## src/hw/rtl/ssc_pkg.sv

```systemverilog
// Shared constants and types for the sensor sample conditioner.
`default_nettype none

package ssc_pkg;

    // Default depth of the moving-average window.
    localparam int DEF_WINDOW_DEPTH = 8;

    // Field and port widths.
    localparam int RAW_W       = 12;
    localparam int VAL_W       = 32;
    localparam int S_TDATA_W   = 16;
    localparam int M_TDATA_W   = 5 * VAL_W;
    localparam int CFG_INDEX_W = 2;
    localparam int CFG_DATA_W  = 32;

    // Configuration register indexes.
    typedef enum logic [CFG_INDEX_W-1:0] {
        CFG_CAL_VALID     = 2'd0,
        CFG_CAL_OFFSET    = 2'd1,
        CFG_CAL_SCALE     = 2'd2,
        CFG_FILTER_ENABLE = 2'd3
    } cfg_index_t;

    // Register reset values.
    localparam logic [VAL_W-1:0] CAL_SCALE_RESET = 32'h0001_0000;

    // Conversion constants: value = round((mV - 500) * 6553.6).
    localparam logic [RAW_W-1:0] MV_OFFSET  = 12'd500;
    localparam logic [24:0]      CONV_INT   = 25'd6553;
    // 52429 / 2^19 stands in for one tenth over the whole input range.
    localparam logic [30:0]      CONV_RECIP = 31'd52429;
    localparam int               CONV_SHIFT = 19;

endpackage : ssc_pkg

`default_nettype wire

```

## src/hw/rtl/sensor_sample_conditioner_top.sv

```systemverilog
// Sensor sample conditioner: conversion, calibration, window mean and statistics.
//
//  Channel   Direction  Signals                       Contents
//  s_*       in         s_tvalid/s_tready/s_tdata     raw sample word
//  m_*       out        m_tvalid/m_tready/m_tdata     conditioned result word
//  cfg_*     in         cfg_we/cfg_index/cfg_data     register writes
//
// A word passes through conversion and statistics. Calibration adds a pass
// through the shared 33x16 multiplier, low half of the scale, then high half;
// filtering adds the window read and update and the serial divider, one
// quotient bit per cycle (SUM_W = 33 + clog2(depth) bits). The input is ready only in
// the idle state; a result held by the sink stalls the next word before its
// statistics update. Reset clears the statistics and the window counters.
`default_nettype none

module sensor_sample_conditioner_top #(
    parameter int WINDOW_DEPTH = ssc_pkg::DEF_WINDOW_DEPTH
) (
    input  wire logic                            clk,
    input  wire logic                            rst_n,
    input  wire logic                            s_tvalid,
    output logic                                 s_tready,
    // [11:0] raw_millivolts, [15:12] zero
    input  wire logic [ssc_pkg::S_TDATA_W-1:0]   s_tdata,
    output logic                                 m_tvalid,
    input  wire logic                            m_tready,
    // [31:0] filtered_value, [63:32] min_value, [95:64] max_value,
    // [127:96] smoothed_average, [159:128] reading_total
    output logic [ssc_pkg::M_TDATA_W-1:0]        m_tdata,
    input  wire logic                            cfg_we,
    input  wire logic [ssc_pkg::CFG_INDEX_W-1:0] cfg_index,
    input  wire logic [ssc_pkg::CFG_DATA_W-1:0]  cfg_data
);
    import ssc_pkg::*;

    localparam int SLOT_W = (WINDOW_DEPTH > 1) ? $clog2(WINDOW_DEPTH) : 1;
    localparam int FILL_W = $clog2(WINDOW_DEPTH + 1);
    localparam int SUM_W  = 33 + $clog2(WINDOW_DEPTH);
    localparam int CNT_W  = $clog2(SUM_W + 1);

    typedef enum logic [11:0] {
        ST_IDLE     = 12'b0000_0000_0001,
        ST_CONV     = 12'b0000_0000_0010,
        ST_CAL_PREP = 12'b0000_0000_0100,
        ST_MUL_LO   = 12'b0000_0000_1000,
        ST_MUL_HI   = 12'b0000_0001_0000,
        ST_CAL_FIN  = 12'b0000_0010_0000,
        ST_WIN_RD   = 12'b0000_0100_0000,
        ST_WIN_UPD  = 12'b0000_1000_0000,
        ST_DIV_PREP = 12'b0001_0000_0000,
        ST_DIV      = 12'b0010_0000_0000,
        ST_DIV_FIN  = 12'b0100_0000_0000,
        ST_STATS    = 12'b1000_0000_0000
    } state_t;

    // Control registers.
    state_t                  state_reg, state_next;
    logic                    m_tvalid_reg, m_tvalid_next;
    logic                    cal_valid_reg;
    logic                    filter_enable_reg;
    logic [VAL_W-1:0]        cal_offset_reg;
    logic [VAL_W-1:0]        cal_scale_reg;
    logic [SLOT_W-1:0]       slot_reg, slot_next;
    logic [FILL_W-1:0]       fill_reg, fill_next;
    logic [SUM_W-1:0]        sum_reg, sum_next;
    logic [VAL_W-1:0]        total_reg, total_next;
    logic [VAL_W-1:0]        min_reg, min_next;
    logic [VAL_W-1:0]        max_reg, max_next;
    logic [VAL_W-1:0]        ema_reg, ema_next;
    logic [CNT_W-1:0]        cnt_reg, cnt_next;

    // Datapath registers.
    logic [RAW_W-1:0]        mv_reg, mv_next;
    logic [VAL_W-1:0]        val_reg, val_next;
    logic [VAL_W-1:0]        filt_reg, filt_next;
    logic [32:0]             diff_mag_reg, diff_mag_next;
    logic [VAL_W-1:0]        scale_mag_reg, scale_mag_next;
    logic                    cal_neg_reg, cal_neg_next;
    logic [63:0]             acc_reg, acc_next;
    logic [SUM_W-1:0]        dvd_reg, dvd_next;
    logic [FILL_W-1:0]       rem_reg, rem_next;
    logic                    div_neg_reg, div_neg_next;
    logic [M_TDATA_W-1:0]    m_tdata_reg, m_tdata_next;

    // Window memory.
    logic [VAL_W-1:0]        mem [WINDOW_DEPTH];
    logic [VAL_W-1:0]        mem_q;
    logic                    mem_we;

    // Conversion from millivolts to Q16.16 degrees.
    logic                    conv_neg;
    logic [RAW_W-1:0]        conv_mag;
    logic [14:0]             conv_x;
    logic [30:0]             conv_frac;
    logic [24:0]             conv_int;
    logic [24:0]             conv_q;
    logic [VAL_W-1:0]        conv_val;

    assign conv_neg  = mv_reg < MV_OFFSET;
    assign conv_mag  = conv_neg ? (MV_OFFSET - mv_reg) : (mv_reg - MV_OFFSET);
    assign conv_x    = 15'(conv_mag) * 15'd6 + 15'd5;
    assign conv_frac = 31'(conv_x) * CONV_RECIP;
    assign conv_int  = 25'(conv_mag) * CONV_INT;
    assign conv_q    = conv_int + 25'(conv_frac[30:CONV_SHIFT]);
    assign conv_val  = conv_neg ? (32'd0 - 32'(conv_q)) : 32'(conv_q);

    // Calibration operands in sign and magnitude form.
    logic [32:0]             diff;
    logic [48:0]             mul_p;
    logic [15:0]             mul_b;
    logic [47:0]             cal_r;
    logic [VAL_W-1:0]        cal_sat;

    assign diff  = {val_reg[31], val_reg} - {cal_offset_reg[31], cal_offset_reg};
    // Shared multiplier: low half of the scale first, then the high half.
    assign mul_b = (state_reg == ST_MUL_HI) ? scale_mag_reg[31:16] : scale_mag_reg[15:0];
    assign mul_p = 49'(diff_mag_reg) * 49'(mul_b);
    assign cal_r = 48'((acc_reg + 64'd32768) >> 16);

    always_comb
    begin
        if (cal_neg_reg)
        begin
            cal_sat = (cal_r > 48'h0000_8000_0000) ? 32'h8000_0000 : (32'd0 - cal_r[31:0]);
        end
        else
        begin
            cal_sat = (cal_r > 48'h0000_7FFF_FFFF) ? 32'h7FFF_FFFF : cal_r[31:0];
        end
    end

    // Window update and serial divider step.
    logic                    win_full;
    logic [SUM_W-1:0]        win_old;
    logic [SUM_W-1:0]        sum_mag;
    logic [FILL_W:0]         rem_sh;
    logic [FILL_W:0]         rem_sub;
    logic                    rem_ge;
    logic [VAL_W-1:0]        quo;

    assign win_full = fill_reg == FILL_W'(WINDOW_DEPTH);
    assign win_old  = win_full ? {{(SUM_W-VAL_W){mem_q[31]}}, mem_q} : '0;
    assign sum_mag  = sum_reg[SUM_W-1] ? ('0 - sum_reg) : sum_reg;
    assign rem_sh   = {rem_reg, dvd_reg[SUM_W-1]};
    assign rem_ge   = rem_sh >= {1'b0, fill_reg};
    assign rem_sub  = rem_sh - {1'b0, fill_reg};
    assign quo      = dvd_reg[VAL_W-1:0];

    // Statistics: min, max and the exponential average.
    logic                    first_read;
    logic [35:0]             ema_m;
    logic [35:0]             ema_n;
    logic [35:0]             ema_mag;
    logic [35:0]             ema_r;
    logic [VAL_W-1:0]        ema_val;
    logic [VAL_W-1:0]        min_upd;
    logic [VAL_W-1:0]        max_upd;

    assign first_read = total_reg == '0;
    assign ema_m      = {{4{ema_reg[31]}}, ema_reg};
    assign ema_n      = (ema_m << 3) - ema_m + {{4{filt_reg[31]}}, filt_reg};
    assign ema_mag    = ema_n[35] ? (36'd0 - ema_n) : ema_n;
    assign ema_r      = (ema_mag + 36'd4) >> 3;
    assign ema_val    = ema_n[35] ? (32'd0 - ema_r[31:0]) : ema_r[31:0];
    assign min_upd    = ($signed(filt_reg) < $signed(min_reg)) ? filt_reg : min_reg;
    assign max_upd    = ($signed(filt_reg) > $signed(max_reg)) ? filt_reg : max_reg;

    // Sequencer.
    always_comb
    begin
        state_next     = state_reg;
        m_tvalid_next  = m_tvalid_reg;
        slot_next      = slot_reg;
        fill_next      = fill_reg;
        sum_next       = sum_reg;
        total_next     = total_reg;
        min_next       = min_reg;
        max_next       = max_reg;
        ema_next       = ema_reg;
        cnt_next       = cnt_reg;
        mv_next        = mv_reg;
        val_next       = val_reg;
        filt_next      = filt_reg;
        diff_mag_next  = diff_mag_reg;
        scale_mag_next = scale_mag_reg;
        cal_neg_next   = cal_neg_reg;
        acc_next       = acc_reg;
        dvd_next       = dvd_reg;
        rem_next       = rem_reg;
        div_neg_next   = div_neg_reg;
        m_tdata_next   = m_tdata_reg;
        mem_we         = 1'b0;

        if (m_tready)
        begin
            m_tvalid_next = 1'b0;
        end

        unique case (state_reg)
            ST_IDLE:
            begin
                if (s_tvalid)
                begin
                    mv_next    = s_tdata[RAW_W-1:0];
                    state_next = ST_CONV;
                end
            end
            ST_CONV:
            begin
                val_next  = conv_val;
                filt_next = conv_val;
                if (cal_valid_reg)
                begin
                    state_next = ST_CAL_PREP;
                end
                else if (filter_enable_reg)
                begin
                    state_next = ST_WIN_RD;
                end
                else
                begin
                    state_next = ST_STATS;
                end
            end
            ST_CAL_PREP:
            begin
                diff_mag_next  = diff[32] ? (33'd0 - diff) : diff;
                scale_mag_next = cal_scale_reg[31] ? (32'd0 - cal_scale_reg) : cal_scale_reg;
                cal_neg_next   = diff[32] ^ cal_scale_reg[31];
                state_next     = ST_MUL_LO;
            end
            ST_MUL_LO:
            begin
                acc_next   = 64'(mul_p);
                state_next = ST_MUL_HI;
            end
            ST_MUL_HI:
            begin
                acc_next   = acc_reg + (64'(mul_p) << 16);
                state_next = ST_CAL_FIN;
            end
            ST_CAL_FIN:
            begin
                val_next   = cal_sat;
                filt_next  = cal_sat;
                state_next = filter_enable_reg ? ST_WIN_RD : ST_STATS;
            end
            ST_WIN_RD:
            begin
                // The memory read of the slot lands in mem_q this cycle.
                state_next = ST_WIN_UPD;
            end
            ST_WIN_UPD:
            begin
                mem_we    = 1'b1;
                sum_next  = sum_reg - win_old + {{(SUM_W-VAL_W){val_reg[31]}}, val_reg};
                slot_next = (slot_reg == SLOT_W'(WINDOW_DEPTH - 1)) ? '0 : slot_reg + 1'b1;
                if (!win_full)
                begin
                    fill_next = fill_reg + 1'b1;
                end
                state_next = ST_DIV_PREP;
            end
            ST_DIV_PREP:
            begin
                // Round to nearest by adding half the divisor to the magnitude.
                div_neg_next = sum_reg[SUM_W-1];
                dvd_next     = sum_mag + SUM_W'(fill_reg >> 1);
                rem_next     = '0;
                cnt_next     = CNT_W'(SUM_W);
                state_next   = ST_DIV;
            end
            ST_DIV:
            begin
                rem_next = rem_ge ? rem_sub[FILL_W-1:0] : rem_sh[FILL_W-1:0];
                dvd_next = {dvd_reg[SUM_W-2:0], rem_ge};
                cnt_next = cnt_reg - 1'b1;
                if (cnt_reg == CNT_W'(1))
                begin
                    state_next = ST_DIV_FIN;
                end
            end
            ST_DIV_FIN:
            begin
                filt_next  = div_neg_reg ? (32'd0 - quo) : quo;
                state_next = ST_STATS;
            end
            ST_STATS:
            begin
                // Wait until the output register is free.
                if (!m_tvalid_reg || m_tready)
                begin
                    if (first_read)
                    begin
                        min_next = filt_reg;
                        max_next = filt_reg;
                        ema_next = filt_reg;
                    end
                    else
                    begin
                        min_next = min_upd;
                        max_next = max_upd;
                        ema_next = ema_val;
                    end
                    if (total_reg != '1)
                    begin
                        total_next = total_reg + 1'b1;
                    end
                    m_tdata_next  = {total_next, ema_next, max_next, min_next, filt_reg};
                    m_tvalid_next = 1'b1;
                    state_next    = ST_IDLE;
                end
            end
            default:
            begin
                state_next = ST_IDLE;
            end
        endcase
    end

    // Control state.
    always_ff @(posedge clk or negedge rst_n)
    begin
        if (!rst_n)
        begin
            state_reg    <= ST_IDLE;
            m_tvalid_reg <= 1'b0;
            slot_reg     <= '0;
            fill_reg     <= '0;
            sum_reg      <= '0;
            total_reg    <= '0;
            min_reg      <= '0;
            max_reg      <= '0;
            ema_reg      <= '0;
            cnt_reg      <= '0;
        end
        else
        begin
            state_reg    <= state_next;
            m_tvalid_reg <= m_tvalid_next;
            slot_reg     <= slot_next;
            fill_reg     <= fill_next;
            sum_reg      <= sum_next;
            total_reg    <= total_next;
            min_reg      <= min_next;
            max_reg      <= max_next;
            ema_reg      <= ema_next;
            cnt_reg      <= cnt_next;
        end
    end

    // Datapath registers.
    always_ff @(posedge clk)
    begin
        mv_reg        <= mv_next;
        val_reg       <= val_next;
        filt_reg      <= filt_next;
        diff_mag_reg  <= diff_mag_next;
        scale_mag_reg <= scale_mag_next;
        cal_neg_reg   <= cal_neg_next;
        acc_reg       <= acc_next;
        dvd_reg       <= dvd_next;
        rem_reg       <= rem_next;
        div_neg_reg   <= div_neg_next;
        m_tdata_reg   <= m_tdata_next;
    end

    // Window memory with registered read.
    always_ff @(posedge clk)
    begin
        if (mem_we)
        begin
            mem[slot_reg] <= val_reg;
        end
        mem_q <= mem[slot_reg];
    end

    // Configuration registers.
    always_ff @(posedge clk or negedge rst_n)
    begin
        if (!rst_n)
        begin
            cal_valid_reg     <= 1'b0;
            cal_offset_reg    <= '0;
            cal_scale_reg     <= CAL_SCALE_RESET;
            filter_enable_reg <= 1'b1;
        end
        else if (cfg_we)
        begin
            unique case (cfg_index_t'(cfg_index))
                CFG_CAL_VALID:     cal_valid_reg     <= cfg_data[0];
                CFG_CAL_OFFSET:    cal_offset_reg    <= cfg_data[VAL_W-1:0];
                CFG_CAL_SCALE:     cal_scale_reg     <= cfg_data[VAL_W-1:0];
                CFG_FILTER_ENABLE: filter_enable_reg <= cfg_data[0];
                default:           cal_valid_reg     <= cal_valid_reg;
            endcase
        end
    end

    assign s_tready = state_reg == ST_IDLE;
    assign m_tvalid = m_tvalid_reg;
    assign m_tdata  = m_tdata_reg;

endmodule : sensor_sample_conditioner_top

`default_nettype wire

```

## config.mk

```make
export PLATFORM = sky130hd
export DESIGN_NAME = sensor_sample_conditioner_top
export DESIGN_NICKNAME = d
export VERILOG_FILES = /design/src/hw/rtl/ssc_pkg.sv /design/src/hw/rtl/sensor_sample_conditioner_top.sv
export SDC_FILE = /design/constraint.sdc
export NUM_CORES = 2
export LEC_CHECK = 0
export BUFFER_PORTS_ARGS = -buffer_cell sky130_fd_sc_hd__buf_2
export CAP_MARGIN = 0
export CORE_MARGIN = 3
export CORE_UTILIZATION = 65
export CTS_CLUSTER_SIZE = 10
export DETAILED_ROUTE_END_ITERATION = 10
export GPL_ROUTABILITY_DRIVEN = 1
export HOLD_SLACK_MARGIN = 0.1
export PLACE_DENSITY = 0.83
export SYNTH_ARGS = -nofsm -noshare
export SYNTH_HDL_FRONTEND = slang
export SYNTH_SLANG_ARGS = --single-unit
```

## constraint.sdc

```tcl
create_clock -name clk -period 18.77 [get_ports clk]
set_input_delay 1.877 -clock clk [delete_from_list [all_inputs] [get_ports clk]]
set_output_delay 1.877 -clock clk [all_outputs]
set_load 0.02 [all_outputs]
```

==> key figures <==
STA
  – Clock Skew: 56.7 ps
  – Slew at the pin closest to its max-slew limit: 1220 ps
  – Slew margin rel.: 18.0%
  – RSZ-0062 raised after global routing: false
  – Hold Fails Final Rpt: 0
  – Final cycle utilization of the critical path: 91.0%
  – Fin crit period: 17,070 ps
  – Max frequency: 0.0586 GHz
  – Total negative slack: 0 ps
  – Setup violators final: 0
  – Hold WS: 477 ps
  – Slew Viols, Final: 0

Synthesis
  – Largest family of logic cells by synthesized area: adder cells
  – Compound-cell area share of the yosys netlist: 11.8%
  – Sequential area share after synthesis: 33.4%
  – Synth async-reset ratio: 27.4%
  – Post-Synth XOR/XNOR Area: 6.80%
  – Ys flop type: edfxtp_1
  – Yosys reg bits: 936
  – Area share of fa/ha/maj cells after synthesis: 24.1%
  – Synth Cell Area: 79,300 um^2
  – EDFF count, synth: 648
  – Yosys warnings: 0
  – Mapped Nets: 9,374
  – Unique masters post-synth: 111
  – Average size of a mapped cell: 9.73 um^2
  – Simple-Gate Fraction of Synth Area: 14.5%
  – Multiplexer share of the synthesized area: 2.72%
  – Post-Syn Instances: 8,153

Route
  – Antenna viol nets, final: 0
  – Via Count: 62,300
  – Routed WL: 222,000 um
  – Drt initial violations: 6,466
  – Remaining DRCs: 0
  – Vias per cell: 6.26
  – Wire per inst: 22.3 um
  – DRT Pass-1 Iters: 6

Finish
  – FF+latch area: 26,500 um^2
  – Final nets: 9,460
  – Commonest cells after routing, fill and taps aside: 1,074 x inv_1, 998 x nand2_1, 648 x edfxtp_1, 602 x fa_1, 563 x ha_1
  – Max reg flops: 256
  – Commonest non-fill, non-tap cell in the layout: inv_1
  – Multi-input gate area: 47,700 um^2
  – Fraction of layout cells with a size suffix above 1: 8.05%
  – Fillers: 8,723
  – Area delta synth->final: 7.56%
  – Design Area, Final: 85,300 um^2

Worst setup path
  – Crit Path Max Fanout: 26
  – Crit end category: flip-flop
  – Critical path's largest stage delay: 830 ps
  – Worst R2R Start: mv_reg[2]
  – FF-to-FF End: filt_reg[30]
  – R2R Setup Slk: 1700 ps
  – Path depth of the worst reg2reg path: 65
  – CP Launch Point: mv_reg[2]
  – Arr. time, crit path: 17,500 ps
  – Worst path slowest cell: o21ai_0
  – Startpoint Class: flip-flop
  – Worst endpoint required time: 19,200 ps
  – Critical path class: flip-flop to flip-flop
  – CP most frequent cell: a21oi_1

Placement
  – Placed instance area: 82,000 um^2
  – Final Wtd Congestion: 0.962
  – Buffers on Ports: 212
  – Hpwl dp: 161,000 um

Worst hold path
  – Hold Crit Class: flip-flop to flip-flop
  – Start point of the worst hold path: mem[6][3]
  – Hold Crit Depth: 2
  – WHS Endpoint: mem_q[3]

Global routing
  – Number of global-route vias before repair: 62,900
  – Largest net degree at the start of global routing: 132
  – GRT Total Usage: 35.2%
  – First-pass GRT wire length: 347,000 um
  – Initial antenna violation count: 5
  – Global route total overflow: 0

Outcome
  – Status: finished, final reports clean

Clock network
  – Number of CTS-inserted buffers: 107
  – Sink Count: 936
  – Resize count post-CTS: 0
  – Root buffer cell: clkbuf_16
  – Clk Latency, worst-skew pair: 750 ps
  – Clk slew on worst S/H paths: 60 ps
  – TritonCTS clock tree: yes
  – Clock Path Buffers: 3
  – H-tree levels: 3
  – Setup Buffers After CTS: 0
  – # hold bufs at CTS: 0

Job
  – MaxCap Viol Count: 0

Floorplan
  – Core area: 120,000 um^2
  – Die Area: 126,000 um^2
  – Die X: 355 um
  – Height of the die: 355 um
  – Initial Util: 65.9%
  – FP Rows: 127
  – I/O Pins: 217
## kinds of logic after synthesis
kind of cell,Yosys count
AO/OA/AOI/OAI,1431
multiplexers,200
flip-flops,936
AND/OR/NAND/NOR,2404
buffers and inverters,1401
adder cells (fa/ha/maj),1167
XOR/XNOR,614
## cell type report
class / count / area share (%)
Multi-Input combinational cell: 5816 / 55.9
Inverter: 1077 / 4.75
Clock inverter: 14 / 0.311
Timing Repair Buffer: 301 / 2.04
Clock buffer: 190 / 3.56
Antenna cell: 2 / 0.00587
Tap cell: 1612 / 2.36
Sequential cell: 936 / 31.1
## worst max-delay path, delay by kind of cell, from the launching register on
family	cells	cell delay (ps)
buffers and inverters	9	760
adder cells (fa/ha/maj)	14	5800
AND/OR/NAND/NOR	8	2330
XOR/XNOR	4	1200
flip-flops	1	440
AO/OA/AOI/OAI	30	6250
## synthesized netlist by cell type, drive strengths merged, types with 59 or more instances
cell type  instances  area share [%]
a21o             136             1.3
ha               564             8.9
and3              74            0.59
and2             127             1.0
o21ai            343             2.2
or3               59            0.48
mux2             122             1.7
a21oi            342             2.2
mux2i             78            0.98
nand2           1004             4.8
clkbuf           287             1.4
edfxtp           648              25
nand3            181             1.2
nand4            106            0.84
inv             1075             5.1
a22oi            139             1.3
nand2b            60            0.48
xnor2            413             4.6
fa               602              15
nor2             379             1.8
o211ai            78            0.75
xor2             200             2.2
nor3             122            0.77
dfrtp            253             8.0
nor2b            123            0.97
## through the flow
stage                     cells  setup slack, ps  util, %
after floorplan            8153             3850        -
after global placement     9742             2420     68.1
after detailed placement   9742             2030     68.1
after CTS                  9946             1950     70.8
after global routing       9946              578     70.8
final                      9948             1700     70.8
## how the worst max path moves through the flow
| stage | end | slack, ps |
|---|---|---|
| 2_1_floorplan | filt_reg[26] | 3850 |
| 3_3_place_gp | filt_reg[26] | 2420 |
| 6_report | filt_reg[30] | 1700 |
| 3_5_place_dp | filt_reg[30] | 2030 |
| 4_1_cts | filt_reg[30] | 1950 |
| 5_1_grt | filt_reg[26] | 580 |
## per-layer routing
layer	track usage (%)	wire (um)
met1	46.3	83400
met2	58.2	105000
met3	5.48	22500
met4	15.4	10700
met5	0	0
Power is left out: the tool's default activity adds up to more than one toggle a clock period on the data nets, which glitch-free logic cannot reach.
